$ cat src/sv/csem_pkg.sv
`timescale 1ns / 1ps
// ----------------------------------------------------------------------------
// csem_pkg: shared types and constants for the counting semaphore
// Operation and result codes, count limits and the control/status bundles
// passed between the controller and the datapath.
// ----------------------------------------------------------------------------
package csem_pkg;

    localparam int CountW  = 16;
    localparam int InitW   = 15;
    localparam int ModeW   = 2;
    localparam int TidW    = 8;
    localparam int StatusW = 4;
    localparam int RetW    = 2;

    localparam logic signed [CountW-1:0] CountMax  = 16'sh7FFF;
    localparam logic signed [CountW-1:0] CountMin  = 16'sh8000;
    localparam logic signed [CountW-1:0] CountZero = 16'sh0000;
    localparam logic signed [CountW-1:0] CountOne  = 16'sh0001;

    localparam logic signed [RetW-1:0] RetNormal = 2'sb00;
    localparam logic signed [RetW-1:0] RetTryOk  = 2'sb01;
    localparam logic signed [RetW-1:0] RetClosed = 2'sb11;

    typedef enum logic [ModeW-1:0] {
        MODE_WAIT   = 2'd0,
        MODE_SIGNAL = 2'd1,
        MODE_TRY    = 2'd2,
        MODE_CLOSE  = 2'd3
    } mode_t;

    typedef enum logic [StatusW-1:0] {
        ST_ACQUIRED      = 4'd0,
        ST_BLOCKED       = 4'd1,
        ST_WOKE          = 4'd2,
        ST_NO_WAITER     = 4'd3,
        ST_TRY_OK        = 4'd4,
        ST_TRY_FAIL      = 4'd5,
        ST_CLOSED_WAITER = 4'd6,
        ST_CLOSED_EMPTY  = 4'd7,
        ST_FULL          = 4'd8
    } status_t;

    typedef enum logic [1:0] {
        CS_IDLE  = 2'd0,
        CS_EXEC  = 2'd1,
        CS_DRAIN = 2'd2
    } ctrl_state_t;

    typedef struct packed {
        logic load;
        logic exec;
        logic drain;
    } dp_cmd_t;

    typedef struct packed {
        logic is_close;
        logic queue_empty;
        logic queue_last;
        logic out_busy;
    } dp_sts_t;

endpackage

$ cat src/sv/csem_ram.sv
`timescale 1ns / 1ps
// ----------------------------------------------------------------------------
// csem_ram: generic single-write, single-read RAM
// One write port and one read port; read data is registered.
// ----------------------------------------------------------------------------
module csem_ram #(
    parameter int WIDTH = 8,
    parameter int DEPTH = 16
) (
    input  logic                     clk,
    input  logic                     we,
    input  logic [$clog2(DEPTH)-1:0] waddr,
    input  logic [WIDTH-1:0]         wdata,
    input  logic [$clog2(DEPTH)-1:0] raddr,
    output logic [WIDTH-1:0]         rdata
);

    logic [WIDTH-1:0] mem_reg [DEPTH];
    logic [WIDTH-1:0] rdata_reg;

    always_ff @(posedge clk)
    begin
        if (we)
        begin
            mem_reg[waddr] <= wdata;
        end
        rdata_reg <= mem_reg[raddr];
    end

    assign rdata = rdata_reg;

endmodule

$ cat src/sv/csem_dp.sv
`timescale 1ns / 1ps
// ----------------------------------------------------------------------------
// csem_dp: semaphore datapath
// Holds the count, the wait queue pointers and occupancy, the queue RAM,
// the initial count register and the result register.
// ----------------------------------------------------------------------------
module csem_dp
    import csem_pkg::*;
#(
    parameter int QUEUE_DEPTH    = 16,
    parameter int THREAD_ID_BITS = 8
) (
    input  logic                     clk,
    input  logic                     rst_n,
    input  logic                     cfg_we,
    input  logic [InitW-1:0]         cfg_wdata,
    input  logic [ModeW-1:0]         mode,
    input  logic [TidW-1:0]          thread_id,
    input  dp_cmd_t                  cmd,
    output dp_sts_t                  sts,
    input  logic                     out_stall,
    output logic                     out_valid,
    output logic [StatusW-1:0]       status,
    output logic [TidW-1:0]          released_thread,
    output logic signed [RetW-1:0]   waiter_return,
    output logic signed [CountW-1:0] count_now,
    output logic                     last
);

    localparam int PtrW = $clog2(QUEUE_DEPTH);
    localparam int OccW = $clog2(QUEUE_DEPTH + 1);
    localparam int IdW  = THREAD_ID_BITS;

    logic [InitW-1:0]         init_reg;
    mode_t                    op_reg;
    logic [IdW-1:0]           tid_reg;
    logic signed [CountW-1:0] count_reg, count_next;
    logic [PtrW-1:0]          head_reg, head_next;
    logic [PtrW-1:0]          tail_reg, tail_next;
    logic [OccW-1:0]          occ_reg, occ_next;

    logic                     out_valid_reg;
    status_t                  status_reg, status_next;
    logic [TidW-1:0]          thread_reg, thread_next;
    logic signed [RetW-1:0]   ret_reg, ret_next;
    logic signed [CountW-1:0] cnt_out_reg, cnt_out_next;
    logic                     last_reg, last_next;

    logic                     ram_we;
    logic [IdW-1:0]           ram_rdata;
    logic signed [CountW-1:0] cnt_inc, cnt_dec, init_cnt;
    logic                     q_empty, q_full, q_last, out_load;

    function automatic logic [PtrW-1:0] next_slot(input logic [PtrW-1:0] p);
        next_slot = (p == PtrW'(QUEUE_DEPTH - 1)) ? '0 : p + 1'b1;
    endfunction

    csem_ram #(
        .WIDTH (IdW),
        .DEPTH (QUEUE_DEPTH)
    ) u_queue (
        .clk   (clk),
        .we    (ram_we),
        .waddr (tail_reg),
        .wdata (tid_reg),
        .raddr (head_next),
        .rdata (ram_rdata)
    );

    assign q_empty  = (occ_reg == '0);
    assign q_full   = (occ_reg >= OccW'(QUEUE_DEPTH));
    assign q_last   = (occ_reg == OccW'(1));
    assign out_load = cmd.exec | cmd.drain;

    assign cnt_inc  = (count_reg < CountMax) ? count_reg + CountOne : count_reg;
    assign cnt_dec  = (count_reg > CountMin) ? count_reg - CountOne : count_reg;
    assign init_cnt = signed'({1'b0, init_reg});

    assign sts.is_close    = (op_reg == MODE_CLOSE);
    assign sts.queue_empty = q_empty;
    assign sts.queue_last  = q_last;
    assign sts.out_busy    = out_valid_reg & out_stall;

    always_comb
    begin
        count_next   = count_reg;
        head_next    = head_reg;
        tail_next    = tail_reg;
        occ_next     = occ_reg;
        ram_we       = 1'b0;
        status_next  = ST_NO_WAITER;
        thread_next  = '0;
        ret_next     = RetNormal;
        cnt_out_next = count_reg;
        last_next    = 1'b1;
        if (cmd.exec)
        begin
            case (op_reg)
                MODE_WAIT:
                begin
                    if (count_reg <= CountZero && q_full)
                    begin
                        status_next = ST_FULL;
                    end
                    else
                    begin
                        count_next   = cnt_dec;
                        cnt_out_next = cnt_dec;
                        if (cnt_dec < CountZero)
                        begin
                            ram_we      = 1'b1;
                            tail_next   = next_slot(tail_reg);
                            occ_next    = occ_reg + 1'b1;
                            status_next = ST_BLOCKED;
                        end
                        else
                        begin
                            status_next = ST_ACQUIRED;
                        end
                    end
                end
                MODE_SIGNAL:
                begin
                    count_next   = cnt_inc;
                    cnt_out_next = cnt_inc;
                    if (cnt_inc <= CountZero && !q_empty)
                    begin
                        status_next = ST_WOKE;
                        thread_next = TidW'(ram_rdata);
                        head_next   = next_slot(head_reg);
                        occ_next    = occ_reg - 1'b1;
                    end
                end
                MODE_TRY:
                begin
                    if (count_reg > CountZero)
                    begin
                        count_next   = cnt_dec;
                        cnt_out_next = cnt_dec;
                        status_next  = ST_TRY_OK;
                        ret_next     = RetTryOk;
                    end
                    else
                    begin
                        status_next = ST_TRY_FAIL;
                    end
                end
                MODE_CLOSE:
                begin
                    count_next   = init_cnt;
                    cnt_out_next = init_cnt;
                    head_next    = '0;
                    tail_next    = '0;
                    status_next  = ST_CLOSED_EMPTY;
                end
                default:
                begin
                    status_next = ST_NO_WAITER;
                end
            endcase
        end
        else if (cmd.drain)
        begin
            status_next = ST_CLOSED_WAITER;
            thread_next = TidW'(ram_rdata);
            ret_next    = RetClosed;
            head_next   = next_slot(head_reg);
            occ_next    = occ_reg - 1'b1;
            if (q_last)
            begin
                count_next   = init_cnt;
                cnt_out_next = init_cnt;
                head_next    = '0;
                tail_next    = '0;
            end
            else
            begin
                last_next = 1'b0;
            end
        end
    end

    always_ff @(posedge clk or negedge rst_n)
    begin
        if (!rst_n)
        begin
            init_reg      <= '0;
            count_reg     <= CountZero;
            head_reg      <= '0;
            tail_reg      <= '0;
            occ_reg       <= '0;
            out_valid_reg <= 1'b0;
        end
        else
        begin
            if (cfg_we)
            begin
                init_reg <= cfg_wdata;
            end
            count_reg <= count_next;
            head_reg  <= head_next;
            tail_reg  <= tail_next;
            occ_reg   <= occ_next;
            if (out_load)
            begin
                out_valid_reg <= 1'b1;
            end
            else if (!out_stall)
            begin
                out_valid_reg <= 1'b0;
            end
        end
    end

    // hold the operation and the result payload
    always_ff @(posedge clk)
    begin
        if (cmd.load)
        begin
            op_reg  <= mode_t'(mode);
            tid_reg <= IdW'(thread_id);
        end
        if (out_load)
        begin
            status_reg  <= status_next;
            thread_reg  <= thread_next;
            ret_reg     <= ret_next;
            cnt_out_reg <= cnt_out_next;
            last_reg    <= last_next;
        end
    end

    assign out_valid       = out_valid_reg;
    assign status          = status_reg;
    assign released_thread = thread_reg;
    assign waiter_return   = ret_reg;
    assign count_now       = cnt_out_reg;
    assign last            = last_reg;

`ifndef ASSERT_OFF
    a_occ_bound: assert property (@(posedge clk) disable iff (!rst_n)
        occ_reg <= OccW'(QUEUE_DEPTH))
        else $error("queue occupancy above depth");

    a_waiters_negative: assert property (@(posedge clk) disable iff (!rst_n)
        occ_reg != '0 |-> count_reg < CountZero)
        else $error("waiters queued while count is not negative");

    a_close_resets_queue: assert property (@(posedge clk) disable iff (!rst_n)
        cmd.drain && q_last |=> occ_reg == '0 && head_reg == '0 && tail_reg == '0)
        else $error("queue not cleared after final close transfer");
`endif

endmodule

$ cat src/sv/csem_ctrl.sv
`timescale 1ns / 1ps
// ----------------------------------------------------------------------------
// csem_ctrl: semaphore controller
// Sequences accept, execute and close drain, and pauses while the result
// register is held.
// ----------------------------------------------------------------------------
module csem_ctrl
    import csem_pkg::*;
(
    input  logic    clk,
    input  logic    rst_n,
    input  logic    in_valid,
    output logic    in_stall,
    output dp_cmd_t cmd,
    input  dp_sts_t sts
);

    ctrl_state_t state_reg, state_next;
    logic        drain_start;

    assign drain_start = sts.is_close & ~sts.queue_empty;

    always_ff @(posedge clk or negedge rst_n)
    begin
        if (!rst_n)
        begin
            state_reg <= CS_IDLE;
        end
        else
        begin
            state_reg <= state_next;
        end
    end

    always_comb
    begin
        state_next = state_reg;
        case (state_reg)
            CS_IDLE:
            begin
                if (in_valid)
                begin
                    state_next = CS_EXEC;
                end
            end
            CS_EXEC:
            begin
                if (!sts.out_busy)
                begin
                    if (drain_start && !sts.queue_last)
                    begin
                        state_next = CS_DRAIN;
                    end
                    else
                    begin
                        state_next = CS_IDLE;
                    end
                end
            end
            CS_DRAIN:
            begin
                if (!sts.out_busy && sts.queue_last)
                begin
                    state_next = CS_IDLE;
                end
            end
            default:
            begin
                state_next = CS_IDLE;
            end
        endcase
    end

    always_comb
    begin
        in_stall  = 1'b1;
        cmd.load  = 1'b0;
        cmd.exec  = 1'b0;
        cmd.drain = 1'b0;
        case (state_reg)
            CS_IDLE:
            begin
                in_stall = 1'b0;
                cmd.load = in_valid;
            end
            CS_EXEC:
            begin
                if (!sts.out_busy)
                begin
                    cmd.exec  = ~drain_start;
                    cmd.drain = drain_start;
                end
            end
            CS_DRAIN:
            begin
                cmd.drain = ~sts.out_busy;
            end
            default:
            begin
                in_stall = 1'b1;
            end
        endcase
    end

`ifndef ASSERT_OFF
    a_drain_has_waiter: assert property (@(posedge clk) disable iff (!rst_n)
        state_reg == CS_DRAIN |-> sts.is_close && !sts.queue_empty)
        else $error("close drain with an empty queue");

    a_exec_returns_idle: assert property (@(posedge clk) disable iff (!rst_n)
        cmd.exec |=> state_reg == CS_IDLE)
        else $error("single-result operation did not return to idle");

    a_no_cmd_when_busy: assert property (@(posedge clk) disable iff (!rst_n)
        sts.out_busy |-> !cmd.exec && !cmd.drain)
        else $error("result register overwritten while held");
`endif

endmodule

$ cat src/sv/counting_semaphore_wait_queue.sv
// An accepted item's operation is registered, then executed in the EXEC state into the result register.
// The accept/execute controller takes a new item only when idle, after the previous one has executed.
// Close with N queued waiters gives N transfers, one per cycle while the output is not stalled,
// as the queue RAM yields one entry per read.
// Reset: count and initial_count clear to 0, queue empty, no result pending.
`timescale 1ns / 1ps
// ----------------------------------------------------------------------------
// counting_semaphore_wait_queue: counting semaphore with FIFO wait queue
// Executes wait, signal, trywait and close operations and reports the
// released thread, return code and count for each result transfer.
// ----------------------------------------------------------------------------
module counting_semaphore_wait_queue
    import csem_pkg::*;
#(
    parameter int QUEUE_DEPTH    = 16,
    parameter int THREAD_ID_BITS = 8
) (
    input  logic                     clk,
    input  logic                     rst_n,
    input  logic                     cfg_we,
    input  logic [InitW-1:0]         cfg_wdata,
    input  logic                     in_valid,
    output logic                     in_stall,
    input  logic [ModeW-1:0]         mode,
    input  logic [TidW-1:0]          thread_id,
    output logic                     out_valid,
    input  logic                     out_stall,
    output logic [StatusW-1:0]       status,
    output logic [TidW-1:0]          released_thread,
    output logic signed [RetW-1:0]   waiter_return,
    output logic signed [CountW-1:0] count_now,
    output logic                     last
);

    dp_cmd_t cmd;
    dp_sts_t sts;

    csem_ctrl u_ctrl (
        .clk      (clk),
        .rst_n    (rst_n),
        .in_valid (in_valid),
        .in_stall (in_stall),
        .cmd      (cmd),
        .sts      (sts)
    );

    csem_dp #(
        .QUEUE_DEPTH    (QUEUE_DEPTH),
        .THREAD_ID_BITS (THREAD_ID_BITS)
    ) u_dp (
        .clk             (clk),
        .rst_n           (rst_n),
        .cfg_we          (cfg_we),
        .cfg_wdata       (cfg_wdata),
        .mode            (mode),
        .thread_id       (thread_id),
        .cmd             (cmd),
        .sts             (sts),
        .out_stall       (out_stall),
        .out_valid       (out_valid),
        .status          (status),
        .released_thread (released_thread),
        .waiter_return   (waiter_return),
        .count_now       (count_now),
        .last            (last)
    );

endmodule

$ cat config.mk
export PLATFORM = sky130hd
export DESIGN_NAME = counting_semaphore_wait_queue
export DESIGN_NICKNAME = d
export VERILOG_FILES = /design/src/sv/csem_pkg.sv /design/src/sv/csem_ram.sv /design/src/sv/csem_dp.sv /design/src/sv/csem_ctrl.sv /design/src/sv/counting_semaphore_wait_queue.sv
export SDC_FILE = /design/constraint.sdc
export NUM_CORES = 1
export LEC_CHECK = 0
export ABC_AREA = 1
export BUFFER_PORTS_ARGS = -buffer_cell sky130_fd_sc_hd__buf_2
export CORE_MARGIN = 2
export CORE_UTILIZATION = 48
export CTS_CLUSTER_SIZE = 20
export DETAILED_ROUTE_END_ITERATION = 16
export PLACE_DENSITY = 0.75
export SLEW_MARGIN = 20
export SYNTH_ARGS = -nofsm -noshare
export SYNTH_HDL_FRONTEND = slang
export SYNTH_SLANG_ARGS = --single-unit
export TNS_END_PERCENT = 100
$ cat constraint.sdc
create_clock -name clk -period 4.7 [get_ports clk]
set_input_delay 0.235 -clock clk [delete_from_list [all_inputs] [get_ports clk]]
set_output_delay 0.235 -clock clk [all_outputs]
set_load 0.05 [all_outputs]
### Word level (Yosys, flattened, before mapping)

Memory sizes are Yosys's and may differ from the RTL's. A register that Yosys moved wholly into a read port is not among the register bits.
Cells that the tools add are included.

| word-level totals | value |
|---|---|
| memory bits (writable) | 128 |
| memories kept | 1 |
| register bits | 88 |
| input bits | 30 |
| output and inout bits | 33 |

| operators by class | value |
|---|---|
| reductions and logical operators | 16 |
| bitwise gates (word level) | 7 |
| $add $sub $neg | 6 |
| equality and inequality tests | 17 |
| magnitude comparators | 7 |
| muxes and demuxes | 61 |

Memories:

| name | words | bits a word | read ports | clocked after Yosys merged registers in | wr ports | RTL line | RTL |
|---|---|---|---|---|---|---|---|
| u_dp.u_queue.mem_reg | 16 | 8 | 1 | 1 | 1 | csem_ram.sv:18 | `logic [WIDTH-1:0] mem_reg [DEPTH];` |

Operators with widths:

| operator | count |
|---|---|
| $mux W16 | 7 |
| $pmux W16 S4 | 1 |
| $mux W4 | 13 |
| $le A16 B1 Y1 const B | 2 |
| $mux W8 | 4 |
| $mux W5 | 5 |
| $add A16 B2 Y16 const B | 1 |
| $gt A16 B1 Y1 const B | 1 |
| $gt A16 B16 Y1 const B | 1 |
| $lt A16 B1 Y1 const B | 1 |
| $lt A16 B16 Y1 const B | 1 |
| $mux W1 | 16 |
| $mux W2 | 8 |
| $pmux W4 S2 | 2 |
| $pmux W4 S4 | 1 |
| $sub A16 B2 Y16 const B | 1 |
| $ne A3 B3 Y1 const B | 5 |
| $pmux W5 S2 | 1 |
| $reduce_and A5 Y1 | 2 |
| $add A4 B1 Y4 const B | 2 |
| $eq A4 B4 Y1 const B | 2 |
| $eq A2 B2 Y1 const B | 3 |
| $pmux W2 S3 | 1 |
| $add A5 B1 Y5 const B | 1 |
| 18 further kinds | 32 |

### Longest topological paths before layout

| depth | value |
|---|---|
| depth after elaboration | 9 |
| mapped depth | 24 |

### Hierarchy

A second synthesis with hierarchy kept.

| unflattened totals | value |
|---|---|
| cell total of the unflattened synthesis | 1291 |
| area, all modules | 11464.7 um^2 |

Modules (own cells, without submodules):

| module | sequential area each (um^2) | instances | cells an instance | area each (um^2) |
|---|---|---|---|---|
| csem_ram | 4003.8 | 1 | 551 | 5766.8 |
| csem_dp | 2357.3 | 1 | 703 | 5462.7 |
| csem_ctrl | 50.0 | 1 | 37 | 235.2 |

### Worst setup path after synthesis

No wires, ideal clock.

| path | value |
|---|---|
| kind | register to register |
| start | register u_dp.occ_reg[0] |
| end | register u_dp.u_queue.rdata_reg[4], in the netlist u_dp.u_queue.rdata[4] (read register of u_dp.u_queue.mem_reg) |
| arrival time | 3155 ps |
| buffers on the path | 1 |
| cell stages (with the launch flop) | 15 |
| data required time | 4586 ps |
| library setup time | 114 ps |
| clock period less this slack | 3269 ps |
| slack | 1431 ps |
| cells stage by stage | dfrtp_1 inv_1 ha_1 nand3_1 nand2_1 inv_2 nor3_4 clkinv_1 nand2_1 nand3_2 a22oi_4 buf_2 nand3_1 nand3_1 nand2_1 |

| between the ends | value |
|---|---|
| longest elaborated chain between the ends | 7 |

RTL lines:

| element | RTL line | RTL |
|---|---|---|
| start, declared | csem_dp.sv:40 | `logic [OccW-1:0] occ_reg, occ_next;` |
| start signal, assigned | csem_dp.sv:203 | `occ_reg <= occ_next;` |
| $logic_not A5 Y1 | csem_dp.sv:70 | `assign q_empty = (occ_reg == '0);` |
| $not A1 Y1 | csem_ctrl.sv:21 | `assign drain_start = sts.is_close & ~sts.queue_empty;` |
| $and A1 B1 Y1 | csem_ctrl.sv:21 |  |
| $mux W2 or $not A1 Y1 (tied branches) | csem_ctrl.sv:88, csem_ctrl.sv:90 |  |
| $pmux W1 S2 or $mux W2 (tied branches) | csem_ctrl.sv:80, csem_ctrl.sv:88 |  |
| $mux W4 or $mux W1 (tied branches) | csem_dp.sv:162, csem_ctrl.sv:80 |  |
| $mux W4 * | csem_dp.sv:96 | `if (cmd.exec)` |
| end, declared | csem_ram.sv:19 | `logic [WIDTH-1:0] rdata_reg;` |

Every way passes the cells marked *; elsewhere a longest branch is shown, timed or not.
A chain may end at the register's enable or synchronous reset.

### Worst setup path in the final report

| path | value |
|---|---|
| start | register u_dp.count_reg[0] |
| end | register u_dp.u_queue.rdata_reg[1], in the netlist u_dp.u_queue.rdata[1] (read register of u_dp.u_queue.mem_reg) |

| between the ends | value |
|---|---|
| longest elaborated chain between the ends | 7 |

RTL lines:

| element | RTL line | RTL |
|---|---|---|
| start, declared | csem_dp.sv:37 | `logic signed [CountW-1:0] count_reg, count_next;` |
| start signal, assigned | csem_dp.sv:188 | `count_reg <= CountZero;` |
| start signal, assigned | csem_dp.sv:200 | `count_reg <= count_next;` |
| $add A16 B2 Y16 or $lt A16 B16 Y1 (tied branches) | csem_dp.sv:75 | `assign cnt_inc = (count_reg < CountMax) ? count_reg + CountOne : count_reg;` |
| $mux W16 * | csem_dp.sv:75 |  |
| $le A16 B1 Y1 * | csem_dp.sv:126 | `if (cnt_inc <= CountZero && !q_empty)` |
| $logic_and A1 B1 Y1 * | csem_dp.sv:126 |  |
| $mux W4 * | csem_dp.sv:126 |  |
| $pmux W4 S2 * | csem_dp.sv:98 | `case (op_reg)` |
| $mux W4 * | csem_dp.sv:96 |  |

Marked as above.

==> impl_metrics.tcl <==
set metrics [dict create \
    timing_worst_slew_pin_value_ps 969 \
    largest_reg_flops 128 \
    synth_edf_count 169 \
    r2r_cells 19 \
    yosys-top-cells-area "edfxtp_1 (45%), dfrtp_1 (10%), nand3_1 (8.0%)" \
    synth_cell_type_count 44 \
    cts_max_level 1 \
    diodes 0 \
    grt_max_degree 65 \
    max_freq_mhz 269 \
    drtIter0Drc 1042 \
    critical_path_required_ps 5130 \
    timing.rr.end "u_dp.u_queue.rdata[1]" \
    syn-num-nets 1257 \
    post_cts_buffers 0 \
    yosysSeqAreaShare 0.570 \
    start_util 0.484 \
    grt_pass1_vias 8686 \
    post-synth-top-count-cell "nand2_1" \
    cp.arrival_ps 4150 \
    ys.flop_type "edfxtp_1" \
    crit_chain "ha_1 > nand3_1 > nor2_1 > nand2_1 > nand3_1 > nand3_1 > nor2_1 > nand3_1 > nand2_2 > nand2_2 > nand2_1 > nand3_1 > nand2_2 > buf_4 > nand3_1 > nand3_1 > nand3_1 > nand3_1 > nand2_1" \
    cts_sinks 224 \
    io_pins 63 \
    nFillCells 2042 \
    drive_gt1_frac 0.115 \
    vias 8995 \
    clk_pin_slew_ps 70 \
    first_pass_iters 5 \
    rsz0062_at_grt "false" \
    overflow 0 \
    min_period_ps 3720 \
    skew_ps 29.2 \
    path_delay_family "simple AND/OR/NAND/NOR gates" \
    cts_made_buffers 24 \
    p_total_uw 8340 \
    dp_hpwl_um 19800 \
    synth-async-reset-ratio 0.210 \
    routed_wl_um 29900 \
    reg2reg_setup_slack_ps 980 \
    slew_headroom 0.351 \
    cts_root_buffer "clkbuf_16" \
    ys_seq_elements 224 \
    yosysTopAreaCell "edfxtp_1" \
    viasPerCell 5.54 \
    hold_path_class "in2reg" \
    syn_area_sq_um 11300 \
    min_from "in_valid" \
    worstReg2RegStart "u_dp.count_reg[0]" \
    dpl_worst_slack_ps 1040 \
    synth_cells 1213 \
    cap_violations 0 \
    ir_worst_vdd_mv 0.624 \
    routedWlPerCell_um 18.4 \
    die_w_um 157 \
    grt_pass1_wl_um 46900 \
    status "finished clean" \
    track_usage 0.245 \
    cts_hold_buf 27 \
    syn2layout_area_growth_pct 14.2 \
    path_depth 19 \
    antenna_found_initial 0 \
    worst_setup_path_end_kind "flop" \
    slowest_stage "buf_4" \
    die_area_sq_um 24700 \
    core_sq_um 23300 \
    synth.top_cell.area_share 0.451 \
    period_share 0.791 \
    die_y_um 157 \
    cts_tree "built" \
    hold_violations 0 \
    place_congestion 0.959 \
    drc 0 \
    syn_area_per_cell_sq_um 9.28 \
    finalSetupViolations 0 \
    cts_resized 0 \
    worstSetupPathType "reg2reg" \
    std_cell_rows 56 \
    hold_path_end "u_ctrl.state_reg[0]" \
    slowest_delay_ps 540 \
    worstPathBufferInverterCount 1 \
    nets 1332 \
    setup_slack_ps 981 \
    cts_max_path_buffers 3 \
    port_buffers 62 \
    clk_latency_ps 530 \
    antenna_left 0 \
    holdPathStages 5 \
    cp_max_fo 64 \
    power_density_nw_per_um2 648 \
    ys_warn_count 0 \
    cp-start-kind "flop" \
    maxSlewViolCount 0 \
    power.leakage_uw 0.00547 \
    ys_top_cells_by_count "nand2_1 (198), inv_1 (186), nand3_1 (180)" \
    cpMostUsedCell "nand3_1" \
    finalSetupTns_ps 0 \
]
how the worst max path moves through the flow:
stage                 startpoint                    end  slack (ps)
2_1_floorplan    u_dp.occ_reg[0]  u_dp.u_queue.rdata[4]        1430
3_3_place_gp   u_dp.count_reg[0]  u_dp.u_queue.rdata[5]        1040
3_5_place_dp   u_dp.count_reg[0]  u_dp.u_queue.rdata[5]        1040
4_1_cts        u_dp.count_reg[0]  u_dp.u_queue.rdata[5]        1030
5_1_grt        u_dp.count_reg[0]  u_dp.u_queue.rdata[1]         670
6_report       u_dp.count_reg[0]  u_dp.u_queue.rdata[1]         980
metrics by stage:
stage	instances	util	area [sq um]	hold slack [ps]
2_1_floorplan	1213	-	11300	-60.6
3_3_place_gp	1554	0.506	11800	378
3_5_place_dp	1554	0.506	11800	387
4_1_cts	1624	0.553	12900	176
5_1_grt	1624	0.553	12900	239
6_report	1624	0.553	12900	187
where the power goes:
group	leakage [uW]	internal [uW]	switching, uW
Combinational	0.00290	938	2520
Sequential	0.00218	2590	362
Clock	0.000386	1130	799
Total	0.00547	4660	3680
routing by layer:
layer / share of wire / routed length, um / vias to the layer above / global-route usage
li1: - / - / 4218 / -
met5: 0 / 0 / - / 0
met3: 0.085 / 2550 / 62 / 0.0413
met2: 0.48 / 14300 / 445 / 0.398
met1: 0.41 / 12300 / 4270 / 0.333
met4: 0.027 / 818 / 0 / 0.0883
tightest hold or removal path, delay by kind of cell:
family	cells	cell delay, ps
AO/OA/AOI/OAI	3	280
buffers and inverters	1	100
AND/OR/NAND/NOR	1	60
cell type report:
cell class	instances	area, sq um	share of cell area
clock inverters	12	134	0.0104
clock buffers	31	677	0.0526
multi-input cells	739	3800	0.296
well taps	319	399	0.0310
inverters	196	736	0.0572
repair buffers	103	698	0.0543
flip-flops and latches	224	6410	0.499
cells in the final DEF, fill, tap and decap left out, types with 8 or more instances in the layout:
cell type,count
edfxtp_1,169
clkbuf_16,24
o21ai_0,69
dfxtp_1,8
buf_2,62
buf_4,13
nand3b_1,32
nand3_1,180
nor2_1,100
inv_1,186
nand2_2,10
nand2_1,196
xor2_1,18
o22ai_1,14
a21oi_1,43
ha_1,14
dlygate4sd3_1,27
nand4_1,9
dfrtp_1,47
kinds of logic (layout without fill, tap and decap cells):
| group | after synthesis | after routing | share of synthesized area |
|---|---|---|---|
| adders and majority gates | 14 | 14 | 0.0156 |
| DFF | 224 | 224 | 0.570 |
| xor gates and xnor gates | 19 | 19 | 0.0148 |
| and+or+nand+nor | 549 | 549 | 0.226 |
| buffers and inverters | 250 | 342 | 0.0929 |
| AOI/OAI and AO/OA | 156 | 156 | 0.0798 |
| muxes | 1 | 1 | 0.00100 |
Power figures use the tool's default switching activity.
